## config.mk

```make
export PLATFORM = sky130hd
export DESIGN_NAME = quoted_printable_decoder_unit_flat
export DESIGN_NICKNAME = d
export VERILOG_FILES = /design/src/hw/rtl/qpd_pkg.sv /design/src/hw/rtl/qpd_in_if.sv /design/src/hw/rtl/qpd_out_if.sv /design/src/hw/rtl/qpd_decode.sv /design/src/hw/rtl/quoted_printable_decoder_unit.sv /design/src/flat_wrapper.sv
export SDC_FILE = /design/constraint.sdc
export NUM_CORES = 1
export LEC_CHECK = 0
export BUFFER_PORTS_ARGS = -buffer_cell sky130_fd_sc_hd__buf_2
export CAP_MARGIN = 20
export CORE_MARGIN = 5
export CORE_UTILIZATION = 60
export CTS_CLUSTER_SIZE = 24
export DETAILED_ROUTE_END_ITERATION = 6
export PLACE_DENSITY = 0.82
export SLEW_MARGIN = 20
export SYNTH_ARGS = -nofsm -noshare
export SYNTH_HDL_FRONTEND = slang
export SYNTH_HIERARCHICAL = 1
export SYNTH_SLANG_ARGS = --single-unit
```

## constraint.sdc

```tcl
create_clock -name i_clk -period 7.6 [get_ports i_clk]
set_input_delay 1.14 -clock i_clk [delete_from_list [all_inputs] [get_ports i_clk]]
set_output_delay 1.14 -clock i_clk [all_outputs]
set_load 0.01 [all_outputs]
```

## src/hw/rtl/qpd_pkg.sv

```systemverilog
// Package: shared types, constants and hex digit decode for the quoted-printable decoder.
package qpd_pkg;

    localparam logic [7:0] EQ_CHAR  = 8'h3D;
    localparam logic [7:0] CR_CHAR  = 8'h0D;
    localparam logic [7:0] LF_CHAR  = 8'h0A;
    localparam int unsigned HEX_BASE = 16;

    localparam int unsigned QUEUE_DEPTH = 8;
    localparam int unsigned MAX_RESULTS = 3;

    typedef enum logic [1:0] {
        PEND_NONE    = 2'd0,
        PEND_EQ      = 2'd1,
        PEND_EQ_BYTE = 2'd2
    } t_pend;

    typedef struct packed {
        logic [7:0] out_byte;
        logic       byte_present;
        logic       out_last;
    } t_result;

    typedef struct packed {
        logic [1:0]                  n;
        t_result [MAX_RESULTS-1:0]   items;
        t_pend                       next_state;
        logic [7:0]                  next_held;
    } t_decode;

    typedef struct packed {
        logic       valid;
        logic [3:0] value;
    } t_hex;

    function automatic t_hex hex_value(input logic [7:0] c);
        t_hex h;
        h.valid = 1'b0;
        h.value = 4'd0;
        if (c >= 8'h30 && c <= 8'h39) begin
            h.valid = 1'b1;
            h.value = 4'(c - 8'h30);
        end else if (c >= 8'h61 && c <= 8'h66) begin
            h.valid = 1'b1;
            h.value = 4'(c - 8'h61 + 8'd10);
        end else if (c >= 8'h41 && c <= 8'h46) begin
            h.valid = 1'b1;
            h.value = 4'(c - 8'h41 + 8'd10);
        end
        return h;
    endfunction

endpackage

```

## src/hw/rtl/qpd_in_if.sv

```systemverilog
// Interface: input byte channel with valid/ready handshake.
interface qpd_in_if;
    logic       valid;
    logic       ready;
    logic [7:0] in_byte;
    logic       in_last;

    modport source (output valid, output in_byte, output in_last, input ready);
    modport sink   (input valid, input in_byte, input in_last, output ready);
endinterface

```

## src/hw/rtl/qpd_out_if.sv

```systemverilog
// Interface: decoded result channel with valid/ready handshake.
interface qpd_out_if;
    logic       valid;
    logic       ready;
    logic [7:0] out_byte;
    logic       byte_present;
    logic       out_last;

    modport source (output valid, output out_byte, output byte_present, output out_last,
                    input ready);
    modport sink   (input valid, input out_byte, input byte_present, input out_last,
                    output ready);
endinterface

```

## src/hw/rtl/qpd_decode.sv

```systemverilog
// Decode step: resolves one input byte against the held escape into up to three results.
module qpd_decode (
    input  logic [7:0]      i_byte,
    input  logic            i_last,
    input  qpd_pkg::t_pend  i_state,
    input  logic [7:0]      i_held,
    output qpd_pkg::t_decode o_dec
);

    qpd_pkg::t_hex hex_hi;
    qpd_pkg::t_hex hex_lo;
    logic [1:0]    n;
    logic [1:0]    n_prev;

    assign hex_hi = qpd_pkg::hex_value(i_held);
    assign hex_lo = qpd_pkg::hex_value(i_byte);

    always_comb begin
        o_dec            = '0;
        o_dec.next_state = i_state;
        o_dec.next_held  = i_held;
        n                = 2'd0;
        n_prev           = 2'd0;

        case (i_state)
            qpd_pkg::PEND_NONE: begin
                if (i_byte == qpd_pkg::EQ_CHAR && !i_last) begin
                    o_dec.next_state = qpd_pkg::PEND_EQ;
                end else begin
                    o_dec.items[n] = '{i_byte, 1'b1, 1'b0};
                    n = n + 2'd1;
                end
            end
            qpd_pkg::PEND_EQ: begin
                if (i_last) begin
                    o_dec.next_state = qpd_pkg::PEND_NONE;
                    o_dec.items[n] = '{qpd_pkg::EQ_CHAR, 1'b1, 1'b0};
                    n = n + 2'd1;
                    o_dec.items[n] = '{i_byte, 1'b1, 1'b0};
                    n = n + 2'd1;
                end else begin
                    o_dec.next_held  = i_byte;
                    o_dec.next_state = qpd_pkg::PEND_EQ_BYTE;
                end
            end
            default: begin
                o_dec.next_state = qpd_pkg::PEND_NONE;
                if (i_held == qpd_pkg::CR_CHAR && i_byte == qpd_pkg::LF_CHAR) begin
                    n = 2'd0;
                end else if (i_held == qpd_pkg::LF_CHAR) begin
                    if (i_byte == qpd_pkg::EQ_CHAR && !i_last) begin
                        o_dec.next_state = qpd_pkg::PEND_EQ;
                    end else begin
                        o_dec.items[n] = '{i_byte, 1'b1, 1'b0};
                        n = n + 2'd1;
                    end
                end else if (hex_hi.valid && hex_lo.valid) begin
                    o_dec.items[n] = '{{hex_hi.value, hex_lo.value}, 1'b1, 1'b0};
                    n = n + 2'd1;
                end else begin
                    o_dec.items[n] = '{qpd_pkg::EQ_CHAR, 1'b1, 1'b0};
                    n = n + 2'd1;
                    if (i_held == qpd_pkg::EQ_CHAR) begin
                        if (i_last) begin
                            o_dec.items[n] = '{qpd_pkg::EQ_CHAR, 1'b1, 1'b0};
                            n = n + 2'd1;
                            o_dec.items[n] = '{i_byte, 1'b1, 1'b0};
                            n = n + 2'd1;
                        end else begin
                            o_dec.next_held  = i_byte;
                            o_dec.next_state = qpd_pkg::PEND_EQ_BYTE;
                        end
                    end else begin
                        o_dec.items[n] = '{i_held, 1'b1, 1'b0};
                        n = n + 2'd1;
                        if (i_byte == qpd_pkg::EQ_CHAR && !i_last) begin
                            o_dec.next_state = qpd_pkg::PEND_EQ;
                        end else begin
                            o_dec.items[n] = '{i_byte, 1'b1, 1'b0};
                            n = n + 2'd1;
                        end
                    end
                end
            end
        endcase

        if (i_last) begin
            o_dec.next_state = qpd_pkg::PEND_NONE;
            if (n == 2'd0) begin
                o_dec.items[0] = '{8'h00, 1'b0, 1'b1};
                n = 2'd1;
            end else begin
                n_prev = n - 2'd1;
                o_dec.items[n_prev].out_last = 1'b1;
            end
        end
        o_dec.n = n;
    end

endmodule

```

## src/hw/rtl/quoted_printable_decoder_unit.sv

```systemverilog
// Top level: quoted-printable decoder with pending-escape state and a result queue.
// Results enter a registered shift queue of QUEUE_DEPTH entries, read from its head.
// Throughput: one input beat per cycle while input ready is high; each beat yields
// zero to three results, drained one per cycle while the output is ready.
// Input ready drops while fewer than three queue entries are free.
// Reset empties the queue and clears the held escape.
module quoted_printable_decoder_unit #(
    parameter int unsigned QUEUE_DEPTH = qpd_pkg::QUEUE_DEPTH
) (
    input  logic               i_clk,
    input  logic               i_rst_n,
    qpd_in_if.sink             i_in,
    qpd_out_if.source          o_out
);

    localparam int unsigned CW  = $clog2(QUEUE_DEPTH + 1);
    localparam int unsigned IDX = (QUEUE_DEPTH > 1) ? $clog2(QUEUE_DEPTH) : 1;

    qpd_pkg::t_pend   r_state;
    qpd_pkg::t_pend   n_state;
    logic [7:0]       r_held;
    logic [7:0]       n_held;
    qpd_pkg::t_result r_q [QUEUE_DEPTH];
    qpd_pkg::t_result n_q [QUEUE_DEPTH];
    logic [CW-1:0]    r_count;
    logic [CW-1:0]    n_count;

    qpd_pkg::t_decode dec;
    logic             accept;
    logic             pop;
    logic [1:0]       push_n;
    logic [CW-1:0]    base;
    logic [CW-1:0]    pos;

    qpd_decode u_decode (
        .i_byte  (i_in.in_byte),
        .i_last  (i_in.in_last),
        .i_state (r_state),
        .i_held  (r_held),
        .o_dec   (dec)
    );

    assign i_in.ready         = (r_count <= CW'(QUEUE_DEPTH - qpd_pkg::MAX_RESULTS));
    assign accept             = i_in.valid && i_in.ready;
    assign o_out.valid        = (r_count != '0);
    assign o_out.out_byte     = r_q[0].out_byte;
    assign o_out.byte_present = r_q[0].byte_present;
    assign o_out.out_last     = r_q[0].out_last;
    assign pop                = o_out.valid && o_out.ready;
    assign push_n             = accept ? dec.n : 2'd0;
    assign base               = r_count - CW'(pop);

    always_comb begin
        n_state = accept ? dec.next_state : r_state;
        n_held  = accept ? dec.next_held : r_held;
        n_count = base + CW'(push_n);
        pos     = '0;
        for (int i = 0; i < QUEUE_DEPTH; i++) begin
            n_q[i] = r_q[i];
        end
        if (pop) begin
            for (int i = 0; i < QUEUE_DEPTH - 1; i++) begin
                n_q[i] = r_q[i + 1];
            end
        end
        for (int j = 0; j < qpd_pkg::MAX_RESULTS; j++) begin
            if (2'(j) < push_n) begin
                pos = base + CW'(j);
                n_q[pos[IDX-1:0]] = dec.items[j];
            end
        end
    end

    always_ff @(posedge i_clk) begin
        if (!i_rst_n) begin
            r_state <= qpd_pkg::PEND_NONE;
            r_held  <= 8'h00;
            r_count <= '0;
        end else begin
            r_state <= n_state;
            r_held  <= n_held;
            r_count <= n_count;
        end
        r_q <= n_q;
    end

endmodule
```

## src/flat_wrapper.sv

```systemverilog
// flat-port wrapper written by rule: the top's interface ports become plain ports
module quoted_printable_decoder_unit_flat 
#(
    parameter int unsigned QUEUE_DEPTH = qpd_pkg::QUEUE_DEPTH
)
  (i_clk, i_rst_n, i_in_valid, i_in_in_byte, i_in_in_last, i_in_ready, o_out_valid, o_out_out_byte, o_out_byte_present, o_out_out_last, o_out_ready);
  qpd_in_if i_in_i ();
  qpd_out_if o_out_i ();
  input  logic i_clk;
  input  logic i_rst_n;
  input wire logic [$bits(i_in_i.valid)-1:0] i_in_valid;
  input wire logic [$bits(i_in_i.in_byte)-1:0] i_in_in_byte;
  input wire logic [$bits(i_in_i.in_last)-1:0] i_in_in_last;
  output wire logic [$bits(i_in_i.ready)-1:0] i_in_ready;
  output wire logic [$bits(o_out_i.valid)-1:0] o_out_valid;
  output wire logic [$bits(o_out_i.out_byte)-1:0] o_out_out_byte;
  output wire logic [$bits(o_out_i.byte_present)-1:0] o_out_byte_present;
  output wire logic [$bits(o_out_i.out_last)-1:0] o_out_out_last;
  input wire logic [$bits(o_out_i.ready)-1:0] o_out_ready;
  assign i_in_i.valid = i_in_valid;
  assign i_in_i.in_byte = i_in_in_byte;
  assign i_in_i.in_last = i_in_in_last;
  assign i_in_ready = i_in_i.ready;
  assign o_out_valid = o_out_i.valid;
  assign o_out_out_byte = o_out_i.out_byte;
  assign o_out_byte_present = o_out_i.byte_present;
  assign o_out_out_last = o_out_i.out_last;
  assign o_out_i.ready = o_out_ready;
  quoted_printable_decoder_unit #(.QUEUE_DEPTH(QUEUE_DEPTH)) u_core (.i_clk(i_clk), .i_rst_n(i_rst_n), .i_in(i_in_i), .o_out(o_out_i));
endmodule
```

Yosys cells after proc, flatten, opt, wreduce, memory -nomap -nowiden --
Index checks and enable logic that the tools add are counted.
Word-level totals: register bits after elaboration 94, bits in latches 0, RAM bits 0, ROM bits 0, bits of input ports 13, output and inout bits 12, logic and storage cells 163, memories kept 0
Operators by class: $add $sub $neg 15, multiply operators 0, div/mod/pow operators 0, $lt $le $gt $ge 24, equal/unequal tests 12, shifts and indexed selects 0, multiplexer cells 58, bitwise gates (word level) 4, reductions and logical operators 23
Operator list (number):
- bitwise mux 80 bit | 3
- 2-to-1 mux 80 bit | 3
- 2-to-1 mux 20 bit | 5
- demux 10 bit (select 3 bit) | 3
- 2-to-1 mux 10 bit | 9
- 2-to-1 mux 70 bit | 1
- 2-to-1 mux 40 bit | 1
- greater-or-equal comparator 8 x 7 -> 1 bit, second input constant | 4
- less-or-equal comparator 8 x 7 -> 1 bit, second input constant | 4
- 2-to-1 mux 32 bit | 1
- bitwise mux 30 bit | 1
- 2-to-1 mux 5 bit | 6
- == test 8 x 4 -> 1 bit, second input constant | 3
- 2-to-1 mux 2 bit | 12
- 2-to-1 mux 8 bit | 3
- one-hot mux 12 bit (2 select lines) | 1
- subtractor 4 x 1 -> 4 bit, second input constant | 6
- demux 10 bit (select 2 bit) | 1
- one-hot mux 10 bit (2 select lines) | 1
- adder 4 bit, second input constant | 4
- == test 8 x 6 -> 1 bit, second input constant | 2
- greater-or-equal comparator 8 x 6 -> 1 bit, second input constant | 2
- less-or-equal comparator 8 x 6 -> 1 bit, second input constant | 2
- one-hot mux 8 bit (2 select lines) | 1
- 30 further kinds | 57

Logic depth before layout (Yosys ltp) --
Gate-level depths: netlist of run 1.
word-level depth 24, mapped depth 17

Cells and area by module --
The synthesis of run 1 kept the hierarchy.
By module, submodules not included:
- quoted_printable_decoder_unit | times used 1, cells each 774, area each 6274.8 um^2, sequential area each 1881.8 um^2
- qpd_decode | times used 1, cells each 159, area each 1067.3 um^2, sequential area each 0.0 um^2

Worst setup path before layout of run 1 --
OpenSTA, ideal clock, no wires.
path type input-to-reg, start in i_in_in_byte[0], end reg u_core.r_count[3], data arrival time 3.922 ns, data required time 7.485 ns, slack 3.563 ns, stages on the path 16, cells stage by stage inv_1 ha_1 nor3b_1 a311oi_2 o2bb2a_1 buf_4 o21ai_0 nand3_1 inv_1 buf_4 ha_1 a21oi_1 nor3_1 a21oi_1 xnor2_1 and2_1
RTL lines:
- start: declaration | RTL line flat_wrapper.sv:12 | input wire logic [$bits(i_in_i.in_byte)-1:0] i_in_in_byte;
- end signal: assignment | RTL line quoted_printable_decoder_unit.sv:82 | r_count <= n_count;
- end: declaration | RTL line quoted_printable_decoder_unit.sv:25 | logic [CW-1:0] r_count;

==> flow_metrics.env, run 1 <==
export IMPL_worstPathMaxFanout=65
export IMPL_stdcell_area_um2=7540
export IMPL_initial_utilization=0.611
export IMPL_worstMarginPinSlew_ns=1.17
export IMPL_rr_endpoint="u_core/r_q[8]"
export IMPL_hold_violations=0
export IMPL_r2r_slack_ns=2.75
export IMPL_io_pin_count=25
export IMPL_crit_path_end_kind="flip-flop"
export IMPL_fp_coreArea_um2=12000
export IMPL_mostFrequentLayoutCell="nand2_1"
export IMPL_antenna_found_initial=0
export IMPL_nFillCells=1050
export IMPL_seq_power_share=0.285
export IMPL_place_congestion=1.02
export IMPL_crit_path_start_kind="input pin"
export IMPL_path_clk_slew_ns=0.07
export IMPL_detail_route_iter0_violations=1343
export IMPL_grt_pass1_vias=6633
export IMPL_nets=900
export IMPL_p_total_uw=3000
export IMPL_synthFlopType="dfxtp_1"
export IMPL_fin_crit_ns=5.31
export IMPL_drt_pass1_iter_count=7
export IMPL_die_x_um=121
export IMPL_fin_crit_sh=0.699
export IMPL_gr_total_overflow=0
export IMPL_power_leakage_uw=0.00311
export IMPL_final_util=0.628
export IMPL_combPwrFrac=0.554
export IMPL_cp_data_required_time_ns=7.86
export IMPL_place_area_um2=7210
export IMPL_setup_tns_ns=0
export IMPL_antenna_cells=0
export IMPL_drive_above_1_share=0.0981
export IMPL_postCtsHoldBufs=0
export IMPL_grt_max_degree=76
export IMPL_cts_buffers=9
export IMPL_syn_inst=933
export IMPL_synth_edf_count=0
export IMPL_ys_types=74
export IMPL_hold_depth=2
export IMPL_syn2layout_area_growth_pct=2.66
export IMPL_fp_row_count=40
export IMPL_post_cts_setup_buffer_count=0
export IMPL_ys_seq_elements=94
export IMPL_min_from="u_core/r_held[5]"
export IMPL_final_cell_mix="122 x nand2_1, 103 x nor2_1, 94 x dfxtp_1"
export IMPL_violations="design-rule violations"
export IMPL_routed_via_density=7.11
export IMPL_peakVddDrop_v=0.000308
export IMPL_r2r_start="u_core/r_held[1]"
export IMPL_status="finished, violations left"
export IMPL_p_sw_frac=0.448
export IMPL_cp_arrival_ns=5.58
export IMPL_htree_levels=3
export IMPL_drv_cap=0
export IMPL_p_int_uw=1660
export IMPL_grt_setup_unrepaired="false"
export IMPL_powerDensity_nw_per_um2=398
export IMPL_dpl_hpwl_mm=14.6
export IMPL_grt_pass1_wl_mm=35.3
export IMPL_drc=6
export IMPL_ff2ff_path_depth=12
export IMPL_clockBufferDepth=2
export IMPL_relSlewSlack=0.210
export IMPL_finalSetupViolCount=0
export IMPL_finalWirelength_mm=22.3
export IMPL_ys_seq_area_frac=0.256
export IMPL_die_height_um=121
export IMPL_synth_warnings=6
export IMPL_cts_tree="yes"
export IMPL_cts_root_buf="clkbuf_16"
export IMPL_power_switching_uw=1340
export IMPL_post_cts_resized=0
export IMPL_cp_startpoint="i_in_in_byte[0]"
export IMPL_async_reset_ff_frac=0
export IMPL_power_frac_clock=0.161
export IMPL_grt_use_total=0.303
export IMPL_drtAntennaViolNets=0
export IMPL_port_buffers=24
export IMPL_via_count=7282
export IMPL_fin_worst_skew_ns=0.00873
export IMPL_drv_slew=0
export IMPL_syn_num_nets=961
export IMPL_avgRoutedWirePerCell_um=21.7
export IMPL_clk_latency_ns=0.36
export IMPL_die_area_um2=14500
export IMPL_synth_area_um2=7340
export IMPL_syn_avg_cell_area_um2=7.87
export IMPL_max_freq_mhz=188
export IMPL_hold_path_end="u_core/r_held[5]"
export IMPL_hold_path_class="flip-flop to flip-flop"
export IMPL_numClockSinks=94
export IMPL_critPathKind="input pin to flip-flop"
==> Yosys cell counts, drive strengths merged, types with 5 or more instances <==
master | instances | area (µm²)
a211oi | 13 | 97.6
a21boi | 10 | 75.1
a21oi | 14 | 70.1
a22o | 8 | 70.1
a31oi | 70 | 438
and2 | 14 | 87.6
buf | 57 | 343
clkbuf | 50 | 200
dfxtp | 94 | 1880
ha | 14 | 175
inv | 16 | 60.1
mux2i | 74 | 741
nand2 | 122 | 458
nand3 | 10 | 55.1
nand4 | 9 | 62.6
nor2 | 103 | 387
nor3 | 9 | 76.3
nor4 | 5 | 61.3
o211ai | 40 | 300
o21ai | 11 | 58.8
o311ai | 31 | 272
o31a | 10 | 87.6
o31ai | 82 | 674
or3 | 5 | 31.3
xnor2 | 6 | 52.6
==> state kept, by name, indices dropped and copies added (netlist names) <==
register,count
u_core/r_held,8
u_core/r_count,4
u_core/o_out.out_byte,8
u_core/r_state,2
u_core/r_q,70
u_core/o_out.out_last,1
u_core/o_out.byte_present,1
==> critical path: stages <==
cell,delay (ns)
buf_2,0.17
inv_1,0.13
ha_1,0.23
nor3b_1,0.15
a311oi_2,0.36
o2bb2a_1,0.46
nor3_1,0.20
o21bai_1,0.58
nor2_1,0.15
or3_2,0.64
buf_4,0.44
nor3_4,0.49
a211oi_1,0.14
o31ai_1,0.27
==> power by group through the flow <==
| stage | sequential [µW] | combinational [µW] | clock [µW] |
|---|---|---|---|
| 2_1_floorplan | 812 | 1380 | 0 |
| 3_3_place_gp | 854 | 1570 | 0 |
| 3_5_place_dp | 859 | 1600 | 0 |
| 4_1_cts | 850 | 1610 | 487 |
| 5_1_grt | 872 | 1800 | 505 |
| 6_report | 855 | 1660 | 482 |
==> layout make-up <==
cell class / instances / area [µm²] / area share
Clock buffer: 10 / 239 / 0.0317
Clock inverter: 6 / 80.1 / 0.0106
Inverter: 16 / 60.1 / 0.00797
Multi-Input combinational cell: 716 / 4890 / 0.648
Sequential cell: 94 / 1880 / 0.250
Tap cell: 147 / 184 / 0.0244
Timing Repair Buffer: 35 / 206 / 0.0274
==> through the flow <==
| step | instances | setup WS, ns | hold slack [ns] |
|---|---|---|---|
| 2_1_floorplan | 933 | 3.56 | 0.442 |
| 5_1_grt | 1024 | 1.94 | 0.602 |
| 4_1_cts | 1023 | 2.44 | 0.545 |
| 6_report | 1024 | 2.29 | 0.546 |
| 3_5_place_dp | 1007 | 2.07 | 0.533 |
| 3_3_place_gp | 1007 | 2.24 | 0.514 |
==> worst max path at each step <==
stage,end,slack (ns)
2_1_floorplan,u_core/r_count[3],3.56
3_3_place_gp,u_core/r_q[3],2.24
3_5_place_dp,u_core/r_q[9],2.07
4_1_cts,u_core/r_q[8],2.44
5_1_grt,u_core/r_q[3],1.94
6_report,u_core/r_q[8],2.29
==> layer usage <==
metal | track usage | routed length (µm) | vias to the layer above
li1 | - | - | 3386
met1 | 0.401 | 9150 | 3368
met2 | 0.465 | 9920 | 436
met3 | 0.0851 | 2340 | 92
met4 | 0.127 | 848 | 0
met5 | 0 | 0 | -
==> logic make-up after synthesis <==
family / synth area share
AOI/OAI and AO/OA: 0.324
and+or+nand+nor: 0.200
buffers and inverters: 0.0821
DFF: 0.256
muxes: 0.101
adders and majority gates: 0.0266
xor gates and xnor gates: 0.0102
Note: power is estimated with default switching activity, not from simulation.
==> inputs of run 2 (changes only) <==
--- a/config.mk
+++ b/config.mk
@@ -5,13 +5,14 @@
 export SDC_FILE = /design/constraint.sdc
 export NUM_CORES = 1
 export LEC_CHECK = 0
+export ABC_AREA = 1
 export BUFFER_PORTS_ARGS = -buffer_cell sky130_fd_sc_hd__buf_2
 export CAP_MARGIN = 20
 export CORE_MARGIN = 5
-export CORE_UTILIZATION = 60
+export CORE_UTILIZATION = 58
 export CTS_CLUSTER_SIZE = 24
 export DETAILED_ROUTE_END_ITERATION = 6
-export PLACE_DENSITY = 0.82
+export PLACE_DENSITY = 0.83
 export SLEW_MARGIN = 20
 export SYNTH_ARGS = -nofsm -noshare
 export SYNTH_HDL_FRONTEND = slang
==> constraint.sdc (replaced) <==
create_clock -name i_clk -period 4.75 [get_ports i_clk]
set_input_delay 0.7125 -clock i_clk [delete_from_list [all_inputs] [get_ports i_clk]]
set_output_delay 0.7125 -clock i_clk [all_outputs]
set_load 0.01 [all_outputs]
==> run 2 against run 1 <==
  * The flow now finishes without violations
  * Global-route usage up 1.5 points
  * First-iteration DRC count up 24%
  * Die area up 10%
  * Flip-flop and latch count unchanged
  * Clock power up 44%
  * Non-clock buffer count up 3
  * Register-to-register slack worse by 1.4 ns
  * Sequential share of layout area down 2.0 points
  * Design area up 8.8%
  * Largest cell class unchanged
  * Highest routed layer unchanged
==> flow_metrics.env, run 2 <==
export IMPL_status="complete, no violations"
export IMPL_nFillCells=1313
export IMPL_grt_use_total=0.319
export IMPL_cp_arrival_ns=3.69
export IMPL_grt_setup_unrepaired="false"
export IMPL_numClockSinks=94
export IMPL_postCtsHoldBufs=0
export IMPL_mostFrequentLayoutCell="nand2_1"
export IMPL_port_buffers=24
export IMPL_wl_met1_mm=10.2
export IMPL_drc=0
export IMPL_synth_area_leaders="dfxtp_1 24%, nand3_1 17%, nand2_1 16%"
export IMPL_die_x_um=127
export IMPL_peakVddDrop_v=0.000378
export IMPL_syn_num_nets=1450
export IMPL_cpMostUsedCell="nor2_1"
export IMPL_cp_cell_sequence="inv_1 > ha_1 > nand2_1 > nand3_2 > nand2_4 > nand2_4 > nand3_4 > nand3_4 > nand2_1 > nand3_2 > nor2_1 > nand3_1 > nor2_1 > nor2_1 > a21oi_1"
export IMPL_routed_via_density=5.91
export IMPL_initial_utilization=0.594
export IMPL_cts_buffers=9
export IMPL_dpl_hpwl_mm=17.2
export IMPL_io_pin_count=25
export IMPL_p_int_uw=2550
export IMPL_async_reset_ff_frac=0
export IMPL_hold_violations=0
export IMPL_via_count=9231
export IMPL_post_cts_setup_buffer_count=0
export IMPL_ys_top_cells_by_count="345 x nand2_1, 265 x nand3_1, 263 x nor2_1, 125 x inv_1, 94 x dfxtp_1"
export IMPL_power_switching_uw=2670
export IMPL_syn2layout_area_growth_pct=3.77
export IMPL_final_cell_mix="344 x nand2_1, 265 x nand3_1, 263 x nor2_1"
export IMPL_drv_cap=0
export IMPL_post_cts_resized=0
export IMPL_synth_warnings=6
export IMPL_fin_worst_skew_ns=0.00513
export IMPL_combPwrFrac=0.599
export IMPL_syn_inst=1422
export IMPL_synth_top_area_frac=0.238
export IMPL_grt_pass1_vias=8135
export IMPL_p_total_uw=5220
export IMPL_drv_slew=0
export IMPL_cts_tree="yes"
export IMPL_grt_pass1_wl_mm=41.6
export IMPL_synth_edf_count=0
export IMPL_largest_register_ffs=70
export IMPL_die_height_um=127
export IMPL_fp_coreArea_um2=13300
export IMPL_highest_layer="met4"
export IMPL_finalWirelength_mm=26.3
export IMPL_syn_avg_cell_area_um2=5.56
export IMPL_crit_path_start_kind="flip-flop"
export IMPL_ys_seq_elements=94
export IMPL_p_sw_frac=0.511
export IMPL_avgRoutedWirePerCell_um=16.8
export IMPL_power_leakage_uw=0.00417
export IMPL_synthFlopType="dfxtp_1"
export IMPL_worstPathMaxFanout=20
export IMPL_relSlewSlack=0.290
export IMPL_die_area_um2=16100
export IMPL_cp_slowest_cell="nand3_1"
export IMPL_seq_area_um2=1880
export IMPL_drive_above_1_share=0.0794
export IMPL_nets=1408
export IMPL_max_freq_mhz=293
export IMPL_cp_data_required_time_ns=5.03
export IMPL_drtAntennaViolNets=0
export IMPL_power_frac_clock=0.133
export IMPL_critPathKind="flip-flop to flip-flop"
export IMPL_regMostFlops="u_core/r_q"
export IMPL_clk_latency_ns=0.35
export IMPL_setup_tns_ns=0
export IMPL_drt_pass1_iter_count=7
export IMPL_finalSetupViolCount=0
export IMPL_seq_power_share=0.268
export IMPL_fin_crit_sh=0.718
export IMPL_ys_seq_area_frac=0.238
export IMPL_grt_max_degree=72
export IMPL_path_clk_slew_ns=0.07
export IMPL_fp_row_count=42
export IMPL_crit_buf_inv=1
export IMPL_gr_total_overflow=0
export IMPL_cpPeakStageDelay_ns=0.64
export IMPL_fin_crit_ns=3.41
export IMPL_place_congestion=0.968
export IMPL_antenna_found_initial=0
export IMPL_wl_met2_mm=11.5
export IMPL_crit_path_end_kind="flip-flop"
export IMPL_powerDensity_nw_per_um2=637
export IMPL_multi_input_area_um2=5040
export IMPL_synth_top_area_cell="dfxtp_1"
export IMPL_synth_area_um2=7900
export IMPL_critPathTopFamily="simple AND/OR/NAND/NOR gates"
export IMPL_worstMarginPinSlew_ns=1.06
export IMPL_detail_route_iter0_violations=1662
export IMPL_dr_wl_met3_mm=3.08
export IMPL_hold_path_class="flip-flop to flip-flop"
export IMPL_clockBufferDepth=2
export IMPL_synth_most_common_cell="nand2_1"
export IMPL_ys_types=42
export IMPL_cts_root_buf="clkbuf_16"
export IMPL_htree_levels=3
## run 2: power by group through the flow
stage          Combinational, µW  Clock, µW  Sequential [µW]
6_report                    3130        696             1400
3_5_place_dp                3030          0             1400
2_1_floorplan               2400          0             1330
3_3_place_gp                2970          0             1390
5_1_grt                     3490        728             1430
4_1_cts                     3040        697             1390
## run 2: area by class of cell
type	instances	share of cell area
clock inverter	3	0.00229
sequential	94	0.229
antenna	1	0.000305
inverter	144	0.0665
clock buffer	13	0.0305
timing repair buffer	38	0.0290
tap	176	0.0268
multi-input combinational	1093	0.615
## run 2: layer usage
| metal | global-route usage | vias to the layer above |
|---|---|---|
| met4 | 0.170 | 0 |
| met1 | 0.408 | 4074 |
| li1 | - | 4442 |
| met5 | 0 | - |
| met3 | 0.0609 | 123 |
| met2 | 0.507 | 592 |
## run 2: logic make-up (layout without fill, tap and decap cells)
logic type               after synthesis  count (layout)  share of synthesized area
AO/OA/AOI/OAI                        159             159                      0.108
XOR/XNOR                               3               3                    0.00332
buffers and inverters                235             198                      0.124
flip-flops                            94              94                      0.238
adder cells (fa/ha/maj)               15              15                     0.0247
AND/OR/NAND/NOR                      916             916                      0.502
other                                  0               1                          0
## run 2: tightest hold or removal path, cell delays in order, from the launching register on
cell     delay (ns)
dfxtp_1        0.33
nor2_1         0.10
nor2_1         0.05
## run 2: path summary, 6_finish.rpt
kind,endpoint,depth (start not counted),slack (ns),start
worst max-delay path,u_core/r_q[17],15,1.34,u_core/r_held[1]
worst min-delay path,u_core/r_state[0],2,0.51,u_core/r_state[0]
worst max register to register,u_core/r_q[17],15,1.34,u_core/r_held[1]
worst min register to register,u_core/r_state[0],2,0.51,u_core/r_state[0]
## run 2: stage by stage
stage	cell area, µm²	util	hold slack [ns]	cells	worst slack [ns]
after detailed placement	7930	0.596	0.504	1545	1.08
final	8200	0.617	0.514	1562	1.34
after floorplan	7900	-	0.456	1422	1.77
after CTS	8200	0.617	0.513	1561	1.44
after global routing	8200	0.617	0.545	1561	1.07
after global placement	7930	0.596	0.494	1545	1.07
